[src/hdl/dnsrae_pkg.sv]
`timescale 1ns / 1ps
// Package for the DNS response answer extractor.
// Holds the parse phases, result kinds, record types and the result record.
// Depends on nothing.
package dnsrae_pkg;

    typedef enum logic [4:0] {
        PH_IDLE,
        PH_HDR,
        PH_QSTART,
        PH_QLEN,
        PH_QCHR,
        PH_QFIX,
        PH_ASTART,
        PH_APTR,
        PH_ALEN,
        PH_ACHR,
        PH_TYPEHI,
        PH_TYPELO,
        PH_FIX,
        PH_RDHI,
        PH_RDLO,
        PH_ADDR,
        PH_CSKIP
    } phase_t;

    localparam logic [2:0] KIND_QCHAR   = 3'd0;
    localparam logic [2:0] KIND_QEND    = 3'd1;
    localparam logic [2:0] KIND_ACHAR   = 3'd2;
    localparam logic [2:0] KIND_AEND    = 3'd3;
    localparam logic [2:0] KIND_MAP_Q   = 3'd4;
    localparam logic [2:0] KIND_MAP_INL = 3'd5;
    localparam logic [2:0] KIND_DONE    = 3'd6;
    localparam logic [2:0] KIND_ABORT   = 3'd7;

    localparam logic [15:0] TYPE_A     = 16'h0001;
    localparam logic [15:0] TYPE_AAAA  = 16'h001c;
    localparam logic [15:0] TYPE_CNAME = 16'h0005;

    localparam logic [7:0] CHAR_DOT = 8'h2e;

    typedef struct packed {
        logic [2:0]  kind;
        logic [7:0]  name_char;
        logic [2:0]  query_index;
        logic        is_ipv6;
        logic [63:0] addr_high;
        logic [63:0] addr_low;
        logic        last_of_run;
    } result_t;

    function automatic result_t make_result(logic [2:0] k, logic [7:0] ch, logic [2:0] qi,
                                            logic v6, logic [63:0] hi, logic [63:0] lo);
        result_t r;
        r.kind        = k;
        r.name_char   = ch;
        r.query_index = qi;
        r.is_ipv6     = v6;
        r.addr_high   = hi;
        r.addr_low    = lo;
        r.last_of_run = 1'b0;
        return r;
    endfunction

endpackage

[src/hdl/dns_response_answer_extractor_unit.sv]
`timescale 1ns / 1ps
// Top level of the DNS response answer extractor.
// Parses one message byte per transfer and queues the results it produces.
// Depends on dnsrae_pkg.

// The block takes one message byte per cycle and parses it in a single registered pass;
// each byte yields zero, one or two results, which wait in a four-entry result queue.
// A byte is taken whenever the queue has room for two results, so the block sustains
// one byte per cycle while the result side keeps up; bytes that give two results
// (an address mapping followed by done) drain at one result per cycle.
module dns_response_answer_extractor_unit #(
    parameter int MAX_QUERIES = 8,
    parameter int MAX_ANSWERS = 16,
    parameter int NAME_MAX    = 256
) (
    input  logic        clk,
    input  logic        rst_n,
    input  logic        item_valid,
    output logic        item_ready,
    input  logic [7:0]  data_byte,
    input  logic        msg_start,
    input  logic [15:0] msg_len,
    output logic        result_valid,
    input  logic        result_ready,
    output logic [2:0]  kind,
    output logic [7:0]  name_char,
    output logic [2:0]  query_index,
    output logic        is_ipv6,
    output logic [63:0] addr_high,
    output logic [63:0] addr_low,
    output logic        last_of_run
);
    import dnsrae_pkg::*;

    localparam int QW  = $clog2(MAX_QUERIES + 1);
    localparam int QIW = (MAX_QUERIES > 1) ? $clog2(MAX_QUERIES) : 1;
    localparam int AW  = $clog2(MAX_ANSWERS + 1);
    localparam int NW  = $clog2(NAME_MAX);
    localparam logic [NW-1:0] NAME_LIMIT = NW'(NAME_MAX - 1);

    phase_t        phase_reg, phase_next;
    logic [15:0]   pos_reg, pos_next;
    logic [15:0]   len_reg, len_next;
    logic [QW-1:0] qtot_reg, qtot_next;
    logic [AW-1:0] atot_reg, atot_next;
    logic [QW-1:0] cq_reg, cq_next;
    logic [AW-1:0] adone_reg, adone_next;
    logic [7:0]    label_reg, label_next;
    logic [NW-1:0] nlen_reg, nlen_next;
    logic [15:0]   fw_reg, fw_next;
    logic [15:0]   rtype_reg, rtype_next;
    logic [15:0]   skip_reg, skip_next;
    logic [63:0]   acc_hi_reg, acc_hi_next;
    logic [63:0]   acc_lo_reg, acc_lo_next;
    logic [QIW-1:0] src_reg, src_next;
    logic          inl_reg, inl_next;
    logic [15:0]   qoff_reg [MAX_QUERIES];

    logic           off_we;
    logic [QIW-1:0] off_idx;

    result_t     res_a [2];
    logic [1:0]  nres;
    logic        accept;

    result_t     fifo_reg [4];
    logic [1:0]  wr_reg, rd_reg;
    logic [2:0]  cnt_reg;
    logic        pop;

    assign accept = item_valid && item_ready;
    assign item_ready = (cnt_reg <= 3'd2);
    assign result_valid = (cnt_reg != 3'd0);
    assign pop = result_valid && result_ready;

    always_comb
    begin
        logic [17:0] p;
        logic [17:0] l;
        logic [17:0] b18;
        logic [15:0] t;
        logic        do_label;
        logic        lfirst;
        logic        lans;
        logic        found;
        logic [QIW-1:0] hit;

        phase_next  = phase_reg;
        pos_next    = pos_reg;
        len_next    = len_reg;
        qtot_next   = qtot_reg;
        atot_next   = atot_reg;
        cq_next     = cq_reg;
        adone_next  = adone_reg;
        label_next  = label_reg;
        nlen_next   = nlen_reg;
        fw_next     = fw_reg;
        rtype_next  = rtype_reg;
        skip_next   = skip_reg;
        acc_hi_next = acc_hi_reg;
        acc_lo_next = acc_lo_reg;
        src_next    = src_reg;
        inl_next    = inl_reg;
        off_we      = 1'b0;
        off_idx     = '0;
        res_a[0]    = '0;
        res_a[1]    = '0;
        nres        = 2'd0;
        do_label    = 1'b0;
        lfirst      = 1'b0;
        lans        = 1'b0;
        found       = 1'b0;
        hit         = '0;
        t           = '0;
        b18         = {10'd0, data_byte};

        if (accept && msg_start)
        begin
            pos_next   = '0;
            len_next   = msg_len;
            phase_next = PH_HDR;
            qtot_next  = '0;
            atot_next  = '0;
            cq_next    = '0;
            adone_next = '0;
            label_next = '0;
            nlen_next  = '0;
            fw_next    = '0;
            rtype_next = '0;
            skip_next  = '0;
        end
        p = {2'd0, pos_next};
        l = {2'd0, len_next};

        if (accept && phase_next != PH_IDLE)
        begin
            unique case (phase_next)
                PH_HDR:
                begin
                    if (p == 18'd0)
                    begin
                        if (l < 18'd32)
                        begin
                            res_a[nres[0]] = make_result(KIND_ABORT, '0, '0, 1'b0, '0, '0);
                            nres = nres + 2'd1;
                            phase_next = PH_IDLE;
                        end
                    end
                    else if (p == 18'd2)
                    begin
                        if (data_byte[7] == 1'b0)
                        begin
                            res_a[nres[0]] = make_result(KIND_ABORT, '0, '0, 1'b0, '0, '0);
                            nres = nres + 2'd1;
                            phase_next = PH_IDLE;
                        end
                    end
                    else if (p == 18'd3)
                    begin
                        if (data_byte[3:0] != 4'd0)
                        begin
                            res_a[nres[0]] = make_result(KIND_ABORT, '0, '0, 1'b0, '0, '0);
                            nres = nres + 2'd1;
                            phase_next = PH_IDLE;
                        end
                    end
                    else if (p == 18'd4 || p == 18'd6)
                    begin
                        fw_next = {data_byte, 8'd0};
                    end
                    else if (p == 18'd5)
                    begin
                        t = fw_reg | {8'd0, data_byte};
                        if (t == 16'd0 || 32'(t) > MAX_QUERIES)
                        begin
                            res_a[nres[0]] = make_result(KIND_ABORT, '0, '0, 1'b0, '0, '0);
                            nres = nres + 2'd1;
                            phase_next = PH_IDLE;
                        end
                        else
                        begin
                            qtot_next = QW'(t);
                        end
                    end
                    else if (p == 18'd7)
                    begin
                        t = fw_reg | {8'd0, data_byte};
                        if (t == 16'd0)
                        begin
                            res_a[nres[0]] = make_result(KIND_ABORT, '0, '0, 1'b0, '0, '0);
                            nres = nres + 2'd1;
                            phase_next = PH_IDLE;
                        end
                        else if (32'(t) > MAX_ANSWERS)
                        begin
                            atot_next = AW'(MAX_ANSWERS);
                        end
                        else
                        begin
                            atot_next = AW'(t);
                        end
                    end
                    else if (p >= 18'd11)
                    begin
                        cq_next    = '0;
                        phase_next = PH_QSTART;
                    end
                end
                PH_QSTART:
                begin
                    if (p + 18'd5 >= l)
                    begin
                        res_a[nres[0]] = make_result(KIND_ABORT, '0, '0, 1'b0, '0, '0);
                        nres = nres + 2'd1;
                        phase_next = PH_IDLE;
                    end
                    else
                    begin
                        if (32'(cq_reg) < MAX_QUERIES)
                        begin
                            off_we  = 1'b1;
                            off_idx = QIW'(cq_reg);
                        end
                        nlen_next = '0;
                        do_label  = 1'b1;
                        lfirst    = 1'b1;
                    end
                end
                PH_QLEN:
                begin
                    do_label = 1'b1;
                end
                PH_QCHR, PH_ACHR:
                begin
                    if (nlen_next < NAME_LIMIT)
                    begin
                        res_a[nres[0]] = make_result((phase_next == PH_ACHR) ? KIND_ACHAR
                                                     : KIND_QCHAR, data_byte, '0, 1'b0, '0, '0);
                        nres = nres + 2'd1;
                        nlen_next = nlen_next + NW'(1);
                    end
                    if (label_next != 8'd0)
                    begin
                        label_next = label_next - 8'd1;
                    end
                    if (label_next == 8'd0)
                    begin
                        phase_next = (phase_next == PH_ACHR) ? PH_ALEN : PH_QLEN;
                    end
                end
                PH_QFIX:
                begin
                    if (skip_next != 16'd0)
                    begin
                        skip_next = skip_next - 16'd1;
                    end
                    if (skip_next == 16'd0)
                    begin
                        cq_next = cq_reg + QW'(1);
                        if (cq_next >= qtot_reg)
                        begin
                            adone_next = '0;
                            phase_next = PH_ASTART;
                        end
                        else
                        begin
                            phase_next = PH_QSTART;
                        end
                    end
                end
                PH_ASTART:
                begin
                    if (p + 18'd15 > l)
                    begin
                        res_a[nres[0]] = make_result(KIND_ABORT, '0, '0, 1'b0, '0, '0);
                        nres = nres + 2'd1;
                        phase_next = PH_IDLE;
                    end
                    else if (data_byte[7:6] == 2'b11)
                    begin
                        inl_next   = 1'b0;
                        fw_next    = {12'd0, data_byte[3:0]};
                        phase_next = PH_APTR;
                    end
                    else if (p + 18'd5 >= l)
                    begin
                        res_a[nres[0]] = make_result(KIND_ABORT, '0, '0, 1'b0, '0, '0);
                        nres = nres + 2'd1;
                        phase_next = PH_IDLE;
                    end
                    else
                    begin
                        inl_next  = 1'b1;
                        nlen_next = '0;
                        do_label  = 1'b1;
                        lfirst    = 1'b1;
                        lans      = 1'b1;
                    end
                end
                PH_APTR:
                begin
                    t = {fw_reg[7:0], data_byte};
                    src_next = '0;
                    for (int j = MAX_QUERIES - 1; j >= 0; j--)
                    begin
                        if (32'(j) < 32'(qtot_reg) && qoff_reg[j] == t)
                        begin
                            found = 1'b1;
                            hit   = QIW'(j);
                        end
                    end
                    if (qtot_reg > QW'(1))
                    begin
                        if (!found)
                        begin
                            res_a[nres[0]] = make_result(KIND_ABORT, '0, '0, 1'b0, '0, '0);
                            nres = nres + 2'd1;
                            phase_next = PH_IDLE;
                        end
                        else
                        begin
                            src_next   = hit;
                            phase_next = PH_TYPEHI;
                        end
                    end
                    else
                    begin
                        phase_next = PH_TYPEHI;
                    end
                end
                PH_ALEN:
                begin
                    do_label = 1'b1;
                    lans     = 1'b1;
                end
                PH_TYPEHI, PH_RDHI:
                begin
                    fw_next    = {data_byte, 8'd0};
                    phase_next = (phase_next == PH_TYPEHI) ? PH_TYPELO : PH_RDLO;
                end
                PH_TYPELO:
                begin
                    t = fw_reg | {8'd0, data_byte};
                    rtype_next = t;
                    if ((t == TYPE_A && p + 18'd13 <= l)
                        || (t == TYPE_AAAA && p + 18'd25 <= l)
                        || (t == TYPE_CNAME && qtot_reg == QW'(1) && p + 18'd9 <= l))
                    begin
                        skip_next  = 16'd6;
                        phase_next = PH_FIX;
                    end
                    else
                    begin
                        res_a[nres[0]] = make_result(KIND_ABORT, '0, '0, 1'b0, '0, '0);
                        nres = nres + 2'd1;
                        phase_next = PH_IDLE;
                    end
                end
                PH_FIX:
                begin
                    if (skip_next != 16'd0)
                    begin
                        skip_next = skip_next - 16'd1;
                    end
                    if (skip_next == 16'd0)
                    begin
                        phase_next = PH_RDHI;
                    end
                end
                PH_RDLO:
                begin
                    t = fw_reg | {8'd0, data_byte};
                    if (rtype_reg == TYPE_A || rtype_reg == TYPE_AAAA)
                    begin
                        if (t != ((rtype_reg == TYPE_A) ? 16'd4 : 16'd16))
                        begin
                            res_a[nres[0]] = make_result(KIND_ABORT, '0, '0, 1'b0, '0, '0);
                            nres = nres + 2'd1;
                            phase_next = PH_IDLE;
                        end
                        else
                        begin
                            skip_next   = t;
                            acc_hi_next = '0;
                            acc_lo_next = '0;
                            phase_next  = PH_ADDR;
                        end
                    end
                    else
                    begin
                        adone_next = adone_reg + AW'(1);
                        if (adone_next >= atot_reg)
                        begin
                            res_a[nres[0]] = make_result(KIND_DONE, '0, '0, 1'b0, '0, '0);
                            nres = nres + 2'd1;
                            phase_next = PH_IDLE;
                        end
                        else if (p + 18'd16 + {2'd0, t} > l)
                        begin
                            res_a[nres[0]] = make_result(KIND_ABORT, '0, '0, 1'b0, '0, '0);
                            nres = nres + 2'd1;
                            phase_next = PH_IDLE;
                        end
                        else if (t == 16'd0)
                        begin
                            phase_next = PH_ASTART;
                        end
                        else
                        begin
                            skip_next  = t;
                            phase_next = PH_CSKIP;
                        end
                    end
                end
                PH_ADDR:
                begin
                    acc_hi_next = {acc_hi_reg[55:0], acc_lo_reg[63:56]};
                    acc_lo_next = {acc_lo_reg[55:0], data_byte};
                    if (skip_next != 16'd0)
                    begin
                        skip_next = skip_next - 16'd1;
                    end
                    if (skip_next == 16'd0)
                    begin
                        res_a[nres[0]] = make_result(inl_reg ? KIND_MAP_INL : KIND_MAP_Q, '0,
                                                     inl_reg ? 3'd0 : 3'(src_reg),
                                                     (rtype_reg == TYPE_AAAA),
                                                     acc_hi_next, acc_lo_next);
                        nres = nres + 2'd1;
                        adone_next = adone_reg + AW'(1);
                        if (adone_next >= atot_reg)
                        begin
                            res_a[nres[0]] = make_result(KIND_DONE, '0, '0, 1'b0, '0, '0);
                            nres = nres + 2'd1;
                            phase_next = PH_IDLE;
                        end
                        else
                        begin
                            phase_next = PH_ASTART;
                        end
                    end
                end
                PH_CSKIP:
                begin
                    if (skip_next != 16'd0)
                    begin
                        skip_next = skip_next - 16'd1;
                    end
                    if (skip_next == 16'd0)
                    begin
                        phase_next = PH_ASTART;
                    end
                end
                default:
                begin
                    phase_next = PH_IDLE;
                end
            endcase

            if (do_label)
            begin
                if ((!lfirst && p + 18'd4 >= l) || (p + 18'd1 + b18 >= l))
                begin
                    res_a[nres[0]] = make_result(KIND_ABORT, '0, '0, 1'b0, '0, '0);
                    nres = nres + 2'd1;
                    phase_next = PH_IDLE;
                end
                else if (data_byte == 8'd0)
                begin
                    if (nlen_next == '0 || (!lans && p + 18'd5 >= l))
                    begin
                        res_a[nres[0]] = make_result(KIND_ABORT, '0, '0, 1'b0, '0, '0);
                        nres = nres + 2'd1;
                        phase_next = PH_IDLE;
                    end
                    else
                    begin
                        res_a[nres[0]] = make_result(lans ? KIND_AEND : KIND_QEND, '0, '0,
                                                     1'b0, '0, '0);
                        nres = nres + 2'd1;
                        if (lans)
                        begin
                            phase_next = PH_TYPEHI;
                        end
                        else
                        begin
                            skip_next  = 16'd4;
                            phase_next = PH_QFIX;
                        end
                    end
                end
                else
                begin
                    if (!lfirst && nlen_next < NAME_LIMIT)
                    begin
                        res_a[nres[0]] = make_result(lans ? KIND_ACHAR : KIND_QCHAR, CHAR_DOT,
                                                     '0, 1'b0, '0, '0);
                        nres = nres + 2'd1;
                        nlen_next = nlen_next + NW'(1);
                    end
                    label_next = data_byte;
                    phase_next = lans ? PH_ACHR : PH_QCHR;
                end
            end

            pos_next = pos_next + 16'd1;
        end

        if (nres == 2'd1)
        begin
            res_a[0].last_of_run = 1'b1;
        end
        else if (nres == 2'd2)
        begin
            res_a[1].last_of_run = 1'b1;
        end
    end

    always_ff @(posedge clk or negedge rst_n)
    begin
        if (!rst_n)
        begin
            phase_reg  <= PH_IDLE;
            pos_reg    <= '0;
            len_reg    <= '0;
            qtot_reg   <= '0;
            atot_reg   <= '0;
            cq_reg     <= '0;
            adone_reg  <= '0;
            label_reg  <= '0;
            nlen_reg   <= '0;
            fw_reg     <= '0;
            rtype_reg  <= '0;
            skip_reg   <= '0;
            acc_hi_reg <= '0;
            acc_lo_reg <= '0;
            src_reg    <= '0;
            inl_reg    <= 1'b0;
            wr_reg     <= '0;
            rd_reg     <= '0;
            cnt_reg    <= '0;
        end
        else
        begin
            phase_reg  <= phase_next;
            pos_reg    <= pos_next;
            len_reg    <= len_next;
            qtot_reg   <= qtot_next;
            atot_reg   <= atot_next;
            cq_reg     <= cq_next;
            adone_reg  <= adone_next;
            label_reg  <= label_next;
            nlen_reg   <= nlen_next;
            fw_reg     <= fw_next;
            rtype_reg  <= rtype_next;
            skip_reg   <= skip_next;
            acc_hi_reg <= acc_hi_next;
            acc_lo_reg <= acc_lo_next;
            src_reg    <= src_next;
            inl_reg    <= inl_next;
            wr_reg     <= wr_reg + nres;
            rd_reg     <= rd_reg + {1'b0, pop};
            cnt_reg    <= cnt_reg + {1'b0, nres} - {2'b00, pop};
        end
    end

    always_ff @(posedge clk)
    begin
        if (off_we)
        begin
            qoff_reg[off_idx] <= pos_reg;
        end
        if (nres != 2'd0)
        begin
            fifo_reg[wr_reg] <= res_a[0];
        end
        if (nres == 2'd2)
        begin
            fifo_reg[wr_reg + 2'd1] <= res_a[1];
        end
    end

    assign kind        = fifo_reg[rd_reg].kind;
    assign name_char   = fifo_reg[rd_reg].name_char;
    assign query_index = fifo_reg[rd_reg].query_index;
    assign is_ipv6     = fifo_reg[rd_reg].is_ipv6;
    assign addr_high   = fifo_reg[rd_reg].addr_high;
    assign addr_low    = fifo_reg[rd_reg].addr_low;
    assign last_of_run = fifo_reg[rd_reg].last_of_run;

    a_queue_bound: assert property (@(posedge clk) disable iff (!rst_n)
        cnt_reg <= 3'd4)
        else $error("Result queue holds more than four entries.");

    a_idle_silent: assert property (@(posedge clk) disable iff (!rst_n)
        (accept && !msg_start && phase_reg == PH_IDLE) |=> cnt_reg <= $past(cnt_reg))
        else $error("A byte taken while idle produced a result.");

    a_start_pos: assert property (@(posedge clk) disable iff (!rst_n)
        (accept && msg_start) |=> pos_reg == 16'd1)
        else $error("Byte position not restarted by a new message.");

endmodule
[config.mk]
export PLATFORM = sky130hd
export DESIGN_NAME = dns_response_answer_extractor_unit
export DESIGN_NICKNAME = d
export VERILOG_FILES = /design/src/hdl/dnsrae_pkg.sv /design/src/hdl/dns_response_answer_extractor_unit.sv
export SDC_FILE = /design/constraint.sdc
export NUM_CORES = 2
export LEC_CHECK = 0
export ABC_AREA = 1
export BUFFER_PORTS_ARGS = -buffer_cell sky130_fd_sc_hd__buf_4
export CAP_MARGIN = 20
export CORE_ASPECT_RATIO = 1.4
export CORE_MARGIN = 8
export CORE_UTILIZATION = 25
export CTS_BUF_LIST = sky130_fd_sc_hd__clkbuf_4 sky130_fd_sc_hd__clkbuf_8
export DETAILED_ROUTE_END_ITERATION = 12
export GPL_TIMING_DRIVEN = 1
export HOLD_SLACK_MARGIN = 0.02
export SLEW_MARGIN = 0
export SYNTH_ARGS = -nofsm -noshare
export SYNTH_HDL_FRONTEND = slang
export SYNTH_SLANG_ARGS = --single-unit
[constraint.sdc]
create_clock -name clk -period 12 [get_ports clk]
set_input_delay 0.6 -clock clk [delete_from_list [all_inputs] [get_ports clk]]
set_output_delay 0.6 -clock clk [all_outputs]
set_load 0.01 [all_outputs]
# Word-level counts from Yosys, hierarchy flattened
# Memory sizes are Yosys's and may differ from the RTL's.
# Index checks and enable logic that the tools add are counted.
# word_totals
rom_bits	0
register_bits	250
in_bits	29
memories	2
latchBits	0
elab_cells	438
output_inout_bits	146
ramBits	704
# memory_table
name	words	word_bits	rd	rd_ports_with_merged_regs	write_ports	line_no	text
fifo_reg	4	144	1	0	2	dns_response_answer_extractor_unit.sv:66	result_t fifo_reg [4];
qoff_reg	8	16	8	0	1	dns_response_answer_extractor_unit.sv:57	logic [15:0] qoff_reg [MAX_QUERIES];
# classes
multipliers	0
addsub	23
n_div	0
n_bitwise	6
n_reduce_logical	51
eq_ne	43
muxes	265
n_shift	0
order_cmp	29
# ops
op	n
2-to-1 mux 144 bit	26
2-to-1 mux 288 bit	7
one-hot mux 144 bit (8 select lines)	1
bitwise mux 288 bit	2
2-to-1 mux 16 bit	36
AND 282 bit	1
inverter 282 bit	1
2-to-1 mux 5 bit	48
2-to-1 mux 8 bit	20
demux 144 bit (select 1 bit)	1
2-to-1 mux 143 bit	1
== test 16 bit	8
2-to-1 mux 64 bit	2
one-hot mux 64 bit (2 select lines)	1
one-hot mux 56 bit (2 select lines)	1
2-to-1 mux 4 bit	26
zero test 16 bit	6
one-hot mux 16 bit (6 select lines)	1
== test 16 x 3 -> 1 bit, second input constant	5
one-hot mux 5 bit (13 select lines)	1
2-to-1 mux 3 bit	18
adder 16 x 4 -> 17 bit, second input constant	3
<= comparator 17 x 16 -> 1 bit	3
2-to-1 mux 1 bit	48
74 further kinds	150

# Depth between registers and ports, before layout
# An unclocked memory read counts as a cell.
# depth
depth_word	31
mapped_depth	48
depth_no_buf	44

# Worst setup path before layout
# OpenSTA, ideal clock, no wires.
# synth_timing
path_type	input to register
from	input port item_valid
to	memory fifo_reg[0][0] in the netlist's numbering (enable)
path_stages	44
required_time_ns	10.771
setup_time_ns	1.229
arrival_time_ns	8.133
n_path_buf	5
slack_ns	2.637
cell_sequence	nand4_4 > buf_6 > buf_6 > buf_6 > buf_6 > nand2_1 > inv_1 > ha_1 > clkbuf_1 > nor2_1 > nor2_2 > nand2_1 > nor2_2 > nand2_1 > xor2_1 > ha_1 > nand2_1 > nor2_1 > [... 8 more ...] > nand2_1 > nand2_1 > nor2_1 > nand2_1 > o21ai_1 > inv_1 > ha_1 > nand2_2 > nor2_4 > a21oi_2 > ha_1 > or2_2 > nand2_1 > nand2_1 > nand2_2 > nand2_1 > nand2_1 > nand2_1
# synth_rtl
element	line_no	text
from (decl)	dns_response_answer_extractor_unit.sv:18	input logic item_valid,
to (decl)	dns_response_answer_extractor_unit.sv:66	

==> impl_metrics.tcl <==
set metrics [dict create \
    fin_cells 8513 \
    synthFlopType "edfxtp_1" \
    htreeDepth 4 \
    path_clk_slew_ps 60 \
    cts_buffer_depth 3 \
    combPwrFrac 0.427 \
    routed_wl_um 174000 \
    power_leakage_nw 25.2 \
    place_congestion 0.972 \
    numCtsBuffers 154 \
    die_h_um 549 \
    status "completed" \
    holdWs_ps 164 \
    final.setup.tns_ps 0 \
    dr.first_iter.drc_count 3267 \
    finalHoldViolations 0 \
    rows 195 \
    swShare 0.428 \
    pin_count 175 \
    drv_slew 0 \
    grt_max_degree 202 \
    wire_per_inst_um 20.4 \
    worst_slew_pin_slew_ps 1230 \
    ys_ff_latch 954 \
    place_inst 8214 \
    relSlewSlack 0.181 \
    syn_to_final_growth_pct 14.2 \
    preCtsSetupSlack_ps 3160 \
    cts_root_buf "clkbuf_8" \
    stdcell_area_um2 58000 \
    fp.dieW_um 397 \
    async_reset_ff_frac 0.262 \
    worst_setup_path_end_kind "register" \
    yosys_warnings 0 \
    powerDensity_nw_per_um2 218 \
    antenna_found_initial 13 \
    largest_register_ffs 576 \
    syn_area_per_cell_um2 9.05 \
    seqPwrFrac 0.340 \
    ir_drop_mv 0.167 \
    fmax_ghz 0.115 \
    p_int_mw 7.21 \
    fin_util 0.287 \
    nNetsFinal 5923 \
    p_switching_mw 5.40 \
    setup_viol 0 \
    gr-total-overflow 0 \
    synthDistinctLibCells 61 \
    required_ps 12480 \
    cts-resized-gates 0 \
    hpwl_um 114000 \
    via_count 41700 \
    rsz0062_at_grt "false" \
    drive_above_1_share 0.119 \
    worst_path_most_repeated_cell "nand2_1" \
    fin_crit_sh 0.724 \
    drt_first_pass_iters 6 \
    clk_latency_ps 880 \
    route.detailed.drc 0 \
    start_kind "register" \
    dieArea_um2 218000 \
    arrival_ps 9170 \
    dpl_cell_area_um2 54700 \
    mostFrequentLayoutCell "nor2_1" \
    max_cap_violations 0 \
    port_buffers 174 \
    max_stage_delay_ps 850 \
    critPathMaxFanout 62 \
    mostFrequentLayoutCells "1116 x nor2_1, 812 x nand2_1, 704 x edfxtp_1" \
    postCtsHoldBufs 9 \
    grt_pass1_wl_um 258000 \
    fp.coreArea_um2 202000 \
    clock_skew_ps 54.1 \
    final_antenna_net_count 0 \
    cts_setup_buffers 0 \
    p_total_mw 12.6 \
    floorplan.initialDensity 0.252 \
    cts_sinks 954 \
    power_frac_clock 0.232 \
    grtUsageTotal 0.153 \
    min_period_ps 8690 \
    path_class "register to register" \
    cts_tree "done" \
    ys_seq_area_frac 0.540 \
    setup_ws_ps 3310 \
    netlist_area_um2 50800 \
    synth_edf_count 704 \
    syn_nets 5813 \
    grt_pass1_vias 40800 \
    syn_inst 5611 \
    r2r_slack_ps 3310 \
    cp_slowest_cell "buf_4" \
    hold_class "primary input to register" \
    viasPerCell 4.89 \
]
==> power by group through the flow <==
stage / registers (mW) / clock network, mW / logic (mW)
floorplan: 4.21 / 0 / 3.29
global placement: 4.35 / 0 / 5.38
CTS: 4.29 / 2.99 / 5.43
finish: 4.29 / 2.93 / 5.39
detailed placement: 4.36 / 0 / 5.41
global route: 4.33 / 3.13 / 5.95
==> cell usage after synthesis (3+ instances only) <==
master	instances	area share
mux2_2	14	0.0031
nor2_4	10	0.0022
o21ai_0	538	0.053
o32ai_1	10	0.0017
nor4_1	17	0.0021
dfrtp_1	250	0.12
a21oi_1	163	0.016
o31ai_1	9	0.0013
edfxtp_1	704	0.42
buf_4	33	0.0049
nand2_1	817	0.060
nand3b_1	6	0.00089
o22ai_1	157	0.019
or2_2	38	0.0047
clkinv_1	10	0.00074
a221oi_1	3	0.00052
ha_1	171	0.042
nand2_2	40	0.0049
o21bai_1	9	0.0013
nand3_1	239	0.024
nand4_1	149	0.018
a31oi_1	10	0.0012
a22oi_1	6	0.00089
o21ai_1	9	0.00089
nor2_2	16	0.0020
a21o_1	4	0.00059
buf_1	21	0.0016
xor2_1	123	0.021
buf_6	16	0.0035
buf_2	37	0.0036
a211oi_1	12	0.0018
inv_2	45	0.0033
o21ai_2	3	0.00052
o211ai_1	17	0.0025
xnor2_1	63	0.011
o2111ai_1	13	0.0022
nor2_1	1120	0.083
clkbuf_1	186	0.014
o221ai_1	9	0.0016
inv_1	415	0.031
o21a_1	12	0.0018
nand2_4	5	0.0011
nor3_1	58	0.0057
==> cell families (layout without fill, tap and decap cells) <==
| group | Yosys count | count (layout) | share of synthesized area |
|---|---|---|---|
| buffers and inverters | 764 | 999 | 0.0624 |
| adder cells (fa/ha/maj) | 173 | 173 | 0.0429 |
| AND/OR/NAND/NOR | 2526 | 2526 | 0.211 |
| AO/OA/AOI/OAI | 994 | 994 | 0.109 |
| multiplexers | 14 | 14 | 0.00310 |
| XOR/XNOR | 186 | 186 | 0.0321 |
| other | 0 | 8 | 0 |
| flip-flops | 954 | 954 | 0.540 |
==> path summary, 6_finish.rpt <==
path / from / to / cells after the start
max in group asynchronous: rst_n / rd_reg[1] / 4
max: cnt_reg[1] / fifo_reg[0][103] / 41
min: data_byte[5] / acc_lo_reg[5] / 3
min in group asynchronous: rst_n / len_reg[7] / 2
max reg2reg: cnt_reg[1] / fifo_reg[0][103] / 41
min reg2reg: acc_hi_reg[0] / acc_hi_reg[8] / 2
==> cell type report <==
cell class | count | area [um2]
diodes | 8 | 20.0
clock buffers | 234 | 2820
clock inverters | 47 | 362
fillers | 21200 | 144000
inverters | 470 | 1780
multi-input cells | 3893 | 20300
flip-flops and latches | 954 | 27400
well taps | 2659 | 3330
repair buffers | 248 | 1950
==> critical path, delay by kind of cell (launching register included) <==
| kind | cells | cell delay (ps) |
|---|---|---|
| compound gates | 3 | 580 |
| xor+xnor | 1 | 200 |
| fa+ha+maj | 4 | 1050 |
| buf+inv | 4 | 1260 |
| flops | 1 | 410 |
| simple gates | 29 | 4610 |
==> metal layers <==
layer | up-vias | share of wire | track usage
met5 | - | 0.00020 | 0
met4 | 6 | 0.037 | 0.0587
met3 | 339 | 0.067 | 0.0255
met2 | 1578 | 0.49 | 0.267
met1 | 20400 | 0.41 | 0.188
li1 | 19400 | - | -
Power figures use the tool's default switching activity.
